===== src/design/lsab_pkg.sv =====
`timescale 1ns / 1ps

package lsab_pkg;

    // Field widths of the channels
    localparam int COORD_BITS = 16;
    localparam int OP_W       = 2;
    localparam int BEAM_W     = 7;
    localparam int DIST_W     = 34;

    // Default beam count and range register reset (5 m squared, Q18.16)
    localparam int              BEAMS_DEF   = 128;
    localparam logic [DIST_W-1:0] RANGE_RESET = 34'd1638400;

    // Bearing unit: 15 vectoring steps, angle in turn units (65536 = full turn)
    localparam int CORDIC_STEPS = 15;
    localparam int STEP_W       = $clog2(CORDIC_STEPS);
    localparam int DIFF_W       = COORD_BITS + 1;
    localparam int ROT_W        = 32;
    localparam int ANG_W        = 18;
    localparam int ATAN_W       = 14;
    localparam int MUL_W        = 18;

    typedef enum logic [OP_W-1:0] {
        OP_START = 2'd0,
        OP_ADD   = 2'd1,
        OP_READ  = 2'd2
    } op_t;

    typedef enum logic [3:0] {
        S_IDLE,
        S_CLEAR,
        S_SQX,
        S_SQY,
        S_ROT,
        S_BIN,
        S_FETCH,
        S_UPDATE,
        S_DONE
    } state_t;

    typedef struct packed {
        logic [OP_W-1:0]              op;
        logic signed [COORD_BITS-1:0] pos_x;
        logic signed [COORD_BITS-1:0] pos_y;
        logic [BEAM_W-1:0]            beam_sel;
    } in_t;

    typedef struct packed {
        logic [BEAM_W-1:0] beam;
        logic [DIST_W-1:0] dist_sq;
        logic              hit;
        logic              in_range;
    } out_t;

    // Arctangent of 2^-i in turn units
    function automatic logic [ATAN_W-1:0] turn_atan(input logic [STEP_W-1:0] idx);
        logic [ATAN_W-1:0] val;
        begin
            case (idx)
                4'd0:    val = 14'd8192;
                4'd1:    val = 14'd4836;
                4'd2:    val = 14'd2555;
                4'd3:    val = 14'd1297;
                4'd4:    val = 14'd651;
                4'd5:    val = 14'd326;
                4'd6:    val = 14'd163;
                4'd7:    val = 14'd81;
                4'd8:    val = 14'd41;
                4'd9:    val = 14'd20;
                4'd10:   val = 14'd10;
                4'd11:   val = 14'd5;
                4'd12:   val = 14'd3;
                4'd13:   val = 14'd1;
                4'd14:   val = 14'd1;
                default: val = 14'd0;
            endcase
            return val;
        end
    endfunction

endpackage


===== src/design/lsab_cordic.sv =====
`timescale 1ns / 1ps

module lsab_cordic
    import lsab_pkg::*;
(
    input  logic                     clk,
    input  logic                     rst_n,
    input  logic                     load,
    input  logic signed [DIFF_W-1:0] dx,
    input  logic signed [DIFF_W-1:0] dy,
    output logic signed [ANG_W-1:0]  angle,
    output logic                     done
);

    logic                     busy_reg, busy_next;
    logic                     done_reg, done_next;
    logic [STEP_W-1:0]        step_reg, step_next;
    logic signed [ROT_W-1:0]  x_reg, x_next;
    logic signed [ROT_W-1:0]  y_reg, y_next;
    logic signed [ANG_W-1:0]  z_reg, z_next;

    logic signed [ROT_W-1:0]  x_init, y_init, x_sh, y_sh;
    logic signed [ANG_W-1:0]  atan_val;

    always_comb
    begin
        // Scale the difference vector into the rotator range
        x_init   = ROT_W'(dx) <<< 12;
        y_init   = ROT_W'(dy) <<< 12;
        x_sh     = x_reg >>> step_reg;
        y_sh     = y_reg >>> step_reg;
        atan_val = ANG_W'(turn_atan(step_reg));

        busy_next = busy_reg;
        done_next = 1'b0;
        step_next = step_reg;
        x_next    = x_reg;
        y_next    = y_reg;
        z_next    = z_reg;

        priority if (load)
        begin
            // Fold the left half plane onto the right, half a turn each way
            busy_next = 1'b1;
            step_next = '0;
            if (dx < 0)
            begin
                x_next = -x_init;
                y_next = -y_init;
                z_next = (dy < 0) ? -ANG_W'(32768) : ANG_W'(32768);
            end
            else
            begin
                x_next = x_init;
                y_next = y_init;
                z_next = '0;
            end
        end
        else if (busy_reg)
        begin
            // Rotate toward the x axis and accumulate the angle
            if (!y_reg[ROT_W-1])
            begin
                x_next = x_reg + y_sh;
                y_next = y_reg - x_sh;
                z_next = z_reg + atan_val;
            end
            else
            begin
                x_next = x_reg - y_sh;
                y_next = y_reg + x_sh;
                z_next = z_reg - atan_val;
            end
            step_next = step_reg + STEP_W'(1);
            if (step_reg == STEP_W'(CORDIC_STEPS - 1))
            begin
                busy_next = 1'b0;
                done_next = 1'b1;
            end
        end
        else
        begin
            // Hold the rotator while idle
        end
    end

    always_ff @(posedge clk or negedge rst_n)
    begin
        if (!rst_n)
        begin
            busy_reg <= 1'b0;
            done_reg <= 1'b0;
            step_reg <= '0;
        end
        else
        begin
            busy_reg <= busy_next;
            done_reg <= done_next;
            step_reg <= step_next;
        end
    end

    always_ff @(posedge clk)
    begin
        x_reg <= x_next;
        y_reg <= y_next;
        z_reg <= z_next;
    end

    assign angle = z_reg;
    assign done  = done_reg;

endmodule


===== config.mk =====
export PLATFORM = sky130hd
export DESIGN_NAME = lsab_cordic
export DESIGN_NICKNAME = d
export VERILOG_FILES = /design/src/design/lsab_pkg.sv /design/src/design/lsab_cordic.sv
export SDC_FILE = /design/constraint.sdc
export NUM_CORES = 1
export LEC_CHECK = 0
export BUFFER_PORTS_ARGS = -buffer_cell sky130_fd_sc_hd__buf_4
export CORE_MARGIN = 10
export CORE_UTILIZATION = 27
export DETAILED_ROUTE_END_ITERATION = 6
export GPL_TIMING_DRIVEN = 0
export PLACE_DENSITY_LB_ADDON = 0.25
export SYNTH_ARGS = -nofsm -noshare
export SYNTH_HDL_FRONTEND = slang
export SYNTH_SLANG_ARGS = --single-unit
export TNS_END_PERCENT = 10

===== constraint.sdc =====
create_clock -name clk -period 7.1 [get_ports clk]
set_input_delay 1.065 -clock clk [delete_from_list [all_inputs] [get_ports clk]]
set_output_delay 1.065 -clock clk [all_outputs]
set_load 0.02 [all_outputs]

# After elaboration in Yosys (flattened, before gate mapping)
# Memory sizes are Yosys's and may differ from the RTL's.
# Cells that the tools add are included.
# classes
n_shift,2
n_eq_ne,1
n_addsub,9
n_reduce_logical,1
n_lt_le_gt_ge,2
muxes,21
# op_table
cell,n
32-bit two-way mux,8
18-bit two-way mux,5
32-bit adder,2
29-bit negation with 32-bit output,2
32-bit by 4-bit >>> shifter with 32-bit output,2
32-bit subtractor,2
"17-bit by 1-bit < comparator with 1-bit output, second input constant",2
18-bit by 15-bit adder with 18-bit output,1
18-bit by 15-bit subtractor with 18-bit output,1
4-bit two-way mux,2
1-bit two-way mux,6
"4-bit by 1-bit adder with 4-bit output, second input constant",1
"4-bit == test, second input constant",1
2-bit nonzero test,1
# totals
word_cells,43
regBits,88
n_memories,1
input_bits,37
out_inout_bits,19
romBits,224
# mem_list
memory,words,word_bits,read_ports,rd_clocked_by_memory_dff,wr,line_no,source
(no name shown),16,14,1,0,0,lsab_pkg.sv:60,case (idx)

# Logic depth before layout (Yosys ltp)
# Gate-level depths: netlist (run 1).
# depth
ltp_word,5
ltp_mapped,27
mapped_depth_nobuf,20

# Worst setup path after synthesis (run 1)
# Ideal clock, no wire load.
# synth_path
kind,reg-to-reg
startpoint,reg step_reg[1]
endpoint,reg x_reg[29] (data pin)
setup_time_ps,260
path_buffers,6
period_less_slack_ps,6704
required_ps,6840
arrival_time_ps,6444
path_stages_with_launch,25
slack_ps,396
path_cell_list,dfrtp_1 -> buf_2 -> clkinv_1 -> buf_1 -> buf_4 -> buf_1 -> clkbuf_1 -> mux4_2 -> inv_1 -> ha_1 -> o21ai_0 -> a211oi_1 -> inv_1 -> o31a_1 -> xnor2_1 -> ha_1 -> clkbuf_1 -> nand4_1 -> nor3_1 -> and3_1 -> a22oi_1 -> a2111oi_0 -> o31ai_1 -> nand2_1 -> mux2_2
# synth_between
elab_chain_len,5
word_cells_on_any_way,6
cone_classes,add/sub (2); shift (1); mux (3)
# synth_rtl
element,line_no,source
"start, declared",lsab_cordic.sv:17,"logic [STEP_W-1:0] step_reg, step_next;"
"start signal, assigned",lsab_cordic.sv:99,step_reg <= step_next;
32-bit by 4-bit >>> shifter with 32-bit output *,lsab_cordic.sv:31,y_sh = y_reg >>> step_reg;
32-bit adder or 32-bit subtractor (tied branches),"lsab_cordic.sv:64, lsab_cordic.sv:70",
32-bit two-way mux *,lsab_cordic.sv:62,if (!y_reg[ROT_W-1])
32-bit two-way mux *,lsab_cordic.sv:59,else if (busy_reg)
32-bit two-way mux *,lsab_cordic.sv:41,priority if (load)
via x_next[29],lsab_cordic.sv:18,"logic signed [ROT_W-1:0] x_reg, x_next;"
"end signal, assigned",lsab_cordic.sv:105,x_reg <= x_next;
"end, declared",lsab_cordic.sv:18,
# The timed path passes the listed nets; every way through them passes the cells marked *. The select of a mux whose other input is x is not followed.
# A chain may end at the register's enable or synchronous reset.

# Worst setup path after layout (run 1)
# layout_path
startpoint,reg step_reg[0]
endpoint,reg x_reg[31] (data pin)
# The elaborated chain is that of the path after synthesis.

==> results of run 1 <==
placed cells by master, fill, tap and decap left out, types with 11 or more instances in the layout:
| master | synthesis | final |
|---|---|---|
| mux2_2 | 31 | 31 |
| nand3_1 | 19 | 19 |
| mux2i_1 | 41 | 41 |
| xor2_1 | 59 | 59 |
| and2_1 | 14 | 14 |
| edfxtp_1 | 82 | 82 |
| nor2b_1 | 18 | 18 |
| nand2_1 | 163 | 163 |
| clkbuf_2 | 0 | 11 |
| xnor2_1 | 91 | 90 |
| a21o_1 | 33 | 33 |
| a31oi_1 | 26 | 26 |
| and3_1 | 18 | 18 |
| o31ai_1 | 20 | 19 |
| nor3_1 | 38 | 36 |
| mux4_2 | 50 | 50 |
| a211oi_1 | 22 | 20 |
| a21oi_1 | 141 | 141 |
| clkbuf_1 | 45 | 30 |
| nand2b_1 | 16 | 16 |
| buf_4 | 13 | 73 |
| inv_1 | 48 | 48 |
| mux4_1 | 27 | 27 |
| o211ai_1 | 12 | 12 |
| nor2_1 | 151 | 150 |
| ha_1 | 97 | 96 |
| o21ai_0 | 81 | 79 |
metal layers:
| layer | global-route usage | share of wire |
|---|---|---|
| met3 | 0.0278 | 0.063 |
| met2 | 0.298 | 0.46 |
| met5 | 0 | 0 |
| met1 | 0.232 | 0.42 |
| met4 | 0.0968 | 0.053 |
kinds of logic after synthesis:
group | Yosys count | share of synthesized area
xor+xnor | 151 | 0.0979
simple gates | 504 | 0.175
fa+ha+maj | 100 | 0.0932
flops | 88 | 0.191
compound gates | 427 | 0.201
mux | 150 | 0.192
buf+inv | 140 | 0.0498
cell type report:
type                    count  area share
well taps                 672      0.0546
repair buffers             60      0.0305
multi-input cells        1332       0.679
inverters                  51      0.0126
flip-flops and latches     88       0.170
clock buffers               9      0.0146
clock inverters             7     0.00365
plain buffers              87      0.0352
path summary, 6_finish.rpt:
| check | from | endpoint | slack, ns |
|---|---|---|---|
| min in group clk | busy_reg$_DFF_PN0_ | busy_reg$_DFF_PN0_ | 0.73 |
| setup / recovery | step_reg[0]$_DFFE_PN0P_ | x_reg[31]$_DFFE_PP_ | 0.32 |
| max in group asynchronous | rst_n | step_reg[0]$_DFFE_PN0P_ | 6.50 |
| setup reg to reg | step_reg[0]$_DFFE_PN0P_ | x_reg[31]$_DFFE_PP_ | 0.32 |
| hold reg to reg | busy_reg$_DFF_PN0_ | busy_reg$_DFF_PN0_ | 0.73 |
| hold / removal | rst_n | step_reg[1]$_DFFE_PN0P_ | 0.46 |
critical path: stages (launching register included):
cell       delay (ns)
dfrtp_2          0.44
buf_6            0.17
buf_12           0.15
buf_12           0.15
buf_12           0.17
buf_12           0.16
buf_4            0.22
mux4_2           0.51
and2_2           0.23
nor3_1           0.21
a31o_2           0.18
ha_1             0.18
o21ai_1          0.17
a211oi_2         0.37
inv_1            0.18
o31a_1           0.35
xnor2_2          0.24
ha_2             0.40
a21o_1           0.23
o21bai_1         0.17
a2111oi_2        0.44
nor2_1           0.11
nor3_2           0.24
a2111oi_4        0.15
o2111a_1         0.30
or3_1            0.34
a21oi_1          0.14
through the flow:
stage / hold WS [ns] / cell area (um2)
final: 0.457 / 15400
after global routing: 0.446 / 15400
after CTS: 0.437 / 15300
after detailed placement: 0.721 / 14900
after global placement: 0.703 / 14900
after floorplan: 0.654 / 13700
repair_timing:
action	CTS	global route
endpoints found under the hold margin	0	0
setup buffers	1	4
endpoints found under the setup margin	35	20
gates resized for setup	36	33
pin swaps	2	3
==> results.md, run 1 <==
- Yosys warnings: 0
- Placed Cells incl. Taps: 2287
- Total CTS buffers: 9
- Startpoint types: flop
- Ys flop type: edfxtp_1
- DR vias/cell: 5.69
- EDFF count, synth: 82
- Fillers: 5390
- Initial antenna violation count: 0
- Asr flop ratio synth: 0.0682
- Finished Layout Cells: 2306
- Largest area contributor in the netlist: edfxtp_1
- Syn nets: 1697
- Detailed Routing Iterations Pass 1: 5
- DRC viols: 0
- Routed WL per cell: 24.4 um
- Clk_lat worst skew: 0.40 ns
- Max Freq: 0.147 GHz
- Count leader, synth: nand2_1
- Routed WL: 56400 um
- Layout cells sized above 1: 0.149
- Pre-CTS setup slack: -2.18 ns
- Cells after synthesis: 1560
- Nets: 1766
- Placer Congestion: 1.00
- Vias in the first global route: 12500
- Synth top cells by count: nand2_1, nor2_1, a21oi_1, ha_1, xnor2_1
- Sequential area share after synthesis: 0.191
- Worst-path fanout max: 10
- Worst-margin pin slew: 1.35 ns
- GRT overflow: 0
- Setup Skew: 0.0130 ns
- Count of final setup violators: 0
- Share of the clock period used by the worst path: 0.955
- Final min period: 6.78 ns
- Setup Crit Path Kind: flop to flop
- CTS tree: yes
- Final Max Slew Viols: 0
- Worst Setup Slack, final: 0.319 ns
- Final Core Density: 0.308
- HPWL after detailed placement: 43900 um
- Hold Crit Class: input pin to asynchronous set/reset pin
- Setup_tns: 0 ns
- Top cells by area, synth: edfxtp_1, ha_1, mux4_2
- Global-route wire length before repair: 83000 um
- Reg2Reg Depth: 26
- Register area: 0.00261 mm2
- Multi-input gate area: 0.0105 mm2
- Post-CTS Hold Buffers: 0
- Antenna Violating Nets Remaining: 0
- Chip width: 245 um
- Io pins: 56
- Row count: 82
- Largest net degree at the start of global routing: 51
- Seq cells post-synth: 88
- Initial DRC Count: 1395
- Die Ht: 245 um
- Number of H-tree levels: 3
- Max-Cap Viols: 0
- Area grow syn2layout: 12.7%
- Share of the synthesized area in the top cell type: 0.180
- Slew headroom: 0.101
- Die area: 0.0600 mm2
- CP arrival: 7.04 ns
- Sink Count: 88
- CORE AREA: 0.0501 mm2
- CP Capture Type: flop
- Required time worst endpoint: 7.36 ns
- Status: finished, final reports clean
- Gr usage total: 0.184
- Clock slew at reported path FFs: 0.08 ns
- Final Hold Viols: 0
- Clock Path Buffers: 2
- Cell Area, Synth: 0.0137 mm2
- Via count: 13100
- Number of diodes: 0
- Post-synth cell types: 84
- Starting density of the core: 0.273
- Average cell area after synthesis: 8.76 um2
- Clock root buffer: clkbuf_16
- I/O Buffers: 54
Power of run 1 is not shown: default switching activity piles up to over one toggle a cycle in this logic, so the estimate is an artifact.
==> run 2: changes to the inputs <==
--- a/config.mk
+++ b/config.mk
@@ -8,3 +8,2 @@
 export BUFFER_PORTS_ARGS = -buffer_cell sky130_fd_sc_hd__buf_4
-export CORE_MARGIN = 10
 export CORE_UTILIZATION = 27
==> constraint.sdc (replaced) <==
create_clock -name clk -period 7.1 [get_ports clk]
set_input_delay 0.71 -clock clk [delete_from_list [all_inputs] [get_ports clk]]
set_output_delay 0.71 -clock clk [all_outputs]
set_load 0.02 [all_outputs]
==> results.md, run 2 (synthesis gave the netlist of run 1 again) <==
- Clock root buffer: clkbuf_16
- Count of final setup violators: 0 (unchanged)
- Required time worst endpoint: 7.25 ns (-0.11 ns)
- Vias in the first global route: 12500 (-0.072%)
- Gr usage total: 0.220 (+0.0368)
- CORE AREA: 0.0501 mm2 (unchanged)
- Max-Cap Viols: 0 (unchanged)
- Detailed Routing Iterations Pass 1: 6 (+1)
- GRT overflow: 0 (unchanged)
- Slew headroom: 0.121 (+0.0201)
- Chip width: 227 um (-7.3%)
- Sink Count: 88 (unchanged)
- Nets: 1764 (-0.11%)
- Starting density of the core: 0.273 (unchanged)
- RSZ-0062 raised after global routing: yes
- Reg2Reg Setup Slack: 0.15 ns (-0.17 ns)
- I/O Buffers: 54 (unchanged)
- Commonest non-fill, non-tap cell in the layout: nand2_1
- Initial DRC Count: 1325 (-5.0%)
- Die Ht: 227 um (-7.3%)
- Setup_tns: 0 ns (unchanged)
- Post-CTS Hold Buffers: 0 (unchanged)
- DR vias/cell: 5.71 (+0.35%)
- Final min period: 6.95 ns (+0.173 ns)
- Initial antenna violation count: 0 (unchanged)
- Setup Crit Path Kind: flop to flop
- Row count: 82 (unchanged)
- Layout cells sized above 1: 0.151 (+0.00202)
- Clk_lat worst skew: 0.42 ns (+0.02 ns)
- Final Hold Viols: 0 (unchanged)
- Total CTS buffers: 9 (unchanged)
- Antenna Violating Nets Remaining: 0 (unchanged)
- Largest net degree at the start of global routing: 48 (-5.9%)
- Start of the worst register-to-register path: step_reg[0]$_DFFE_PN0P_
- Routed WL per cell: 24.5 um (+0.21%)
- Fillers: 5396 (+0.11%)
- DRC viols: 0 (unchanged)
- Worst-path fanout max: 10 (unchanged)
- CP Capture Type: flop
- Area grow syn2layout: 12.8% (about the same)
- Max Freq: 0.144 GHz (-2.5%)
- Register area: 0.00261 mm2 (unchanged)
- CTS tree: yes
- Clock slew at reported path FFs: 0.08 ns (about the same)
- CP arrival: 7.10 ns (+0.06 ns)
- WHS: 0.0973 ns (-0.360 ns)
- Most frequent cells in the layout: nand2_1, nor2_1, a21oi_1
- Io pins: 56 (unchanged)
- Via count: 13200 (+0.26%)
- Clock Path Buffers: 2 (unchanged)
- Number of diodes: 0 (unchanged)
- Hold Crit Class: input pin to asynchronous set/reset pin
- R2R Path End: x_reg[28]$_DFFE_PP_
- Number of H-tree levels: 3 (unchanged)
- Share of the clock period used by the worst path: 0.979 (+0.0243)
- Worst-margin pin slew: 1.32 ns (-0.0302 ns)
- Reg2Reg Depth: 26 (unchanged)
- Multi-input gate area: 0.0105 mm2 (+0.22%)
- Startpoint types: flop
- Global-route wire length before repair: 82400 um (-0.67%)
- Final Max Slew Viols: 0 (unchanged)
- Placer Congestion: 1.00 (-0.12%)
- Die area: 0.0515 mm2 (-14%)
- Routed WL: 56400 um (+0.12%)
- HPWL after detailed placement: 43600 um (-0.68%)
- Status: finished, final reports clean
- Setup Skew: 0.0171 ns (+0.00408 ns)
==> run 2: area by class of cell <==
class | instances | area share
multi-input combinational | 1332 | 0.680
sequential | 88 | 0.170
tap | 672 | 0.0545
buffer | 87 | 0.0348
timing repair buffer | 58 | 0.0295
clock buffer | 9 | 0.0146
inverter | 51 | 0.0127
clock inverter | 7 | 0.00398
==> run 2: worst max-delay path: stages (launching register included) <==
cell and delay (ns):
dfrtp_2 0.47, buf_6 0.18, buf_12 0.15, buf_12 0.15
buf_12 0.17, buf_12 0.16, clkbuf_4 0.26, mux4_2 0.53
and2_2 0.23, nor3_1 0.19, a31o_2 0.18, ha_1 0.17
o21ai_1 0.19, a211oi_2 0.45, inv_1 0.19, o31a_1 0.36
xnor2_2 0.23, ha_2 0.38, nand4_1 0.19, nor2_1 0.07
a211oi_1 0.30, o21ai_0 0.20, a211oi_2 0.35, o311ai_2 0.22
a21o_1 0.23, a2111oi_1 0.38, a211oi_1 0.11
==> run 2: what timing repair did <==
action                     in CTS  in global routing
setup buffers                   1                  2
pin swaps                       2                  3
gates resized for setup        42                 21
setup endpoints to repair      42                 17
==> run 2: worst max path at each step <==
stage / startpoint / to / slack, ns
after floorplan: step_reg[1]$_DFFE_PN0P_ / x_reg[29]$_DFFE_PP_ / 0.40
after global placement: step_reg[3]$_DFFE_PN0P_ / x_reg[29]$_DFFE_PP_ / -2.38
after detailed placement: step_reg[3]$_DFFE_PN0P_ / x_reg[29]$_DFFE_PP_ / -2.37
after CTS: step_reg[0]$_DFFE_PN0P_ / x_reg[28]$_DFFE_PP_ / 0.007
after global routing: step_reg[0]$_DFFE_PN0P_ / x_reg[28]$_DFFE_PP_ / -0.14
final: step_reg[0]$_DFFE_PN0P_ / x_reg[28]$_DFFE_PP_ / 0.15
==> run 2: per-stage QoR <==
stage	area [um2]	setup WS [ns]	instances	util
after floorplan	13700	0.396	1560	-
after global placement	14900	-2.38	2286	0.298
after detailed placement	14900	-2.37	2287	0.298
after CTS	15300	0.00655	2303	0.307
after global routing	15400	-0.140	2304	0.308
final	15400	0.146	2304	0.308
==> run 2: routing by layer <==
metal	vias up	global-route usage	share of wire
met5	-	0	0
met4	0	0.121	0.055
met3	105	0.0348	0.061
met2	540	0.350	0.46
met1	6486	0.286	0.43
li1	6025	-	-
Power of run 2 is left out for the same reason.
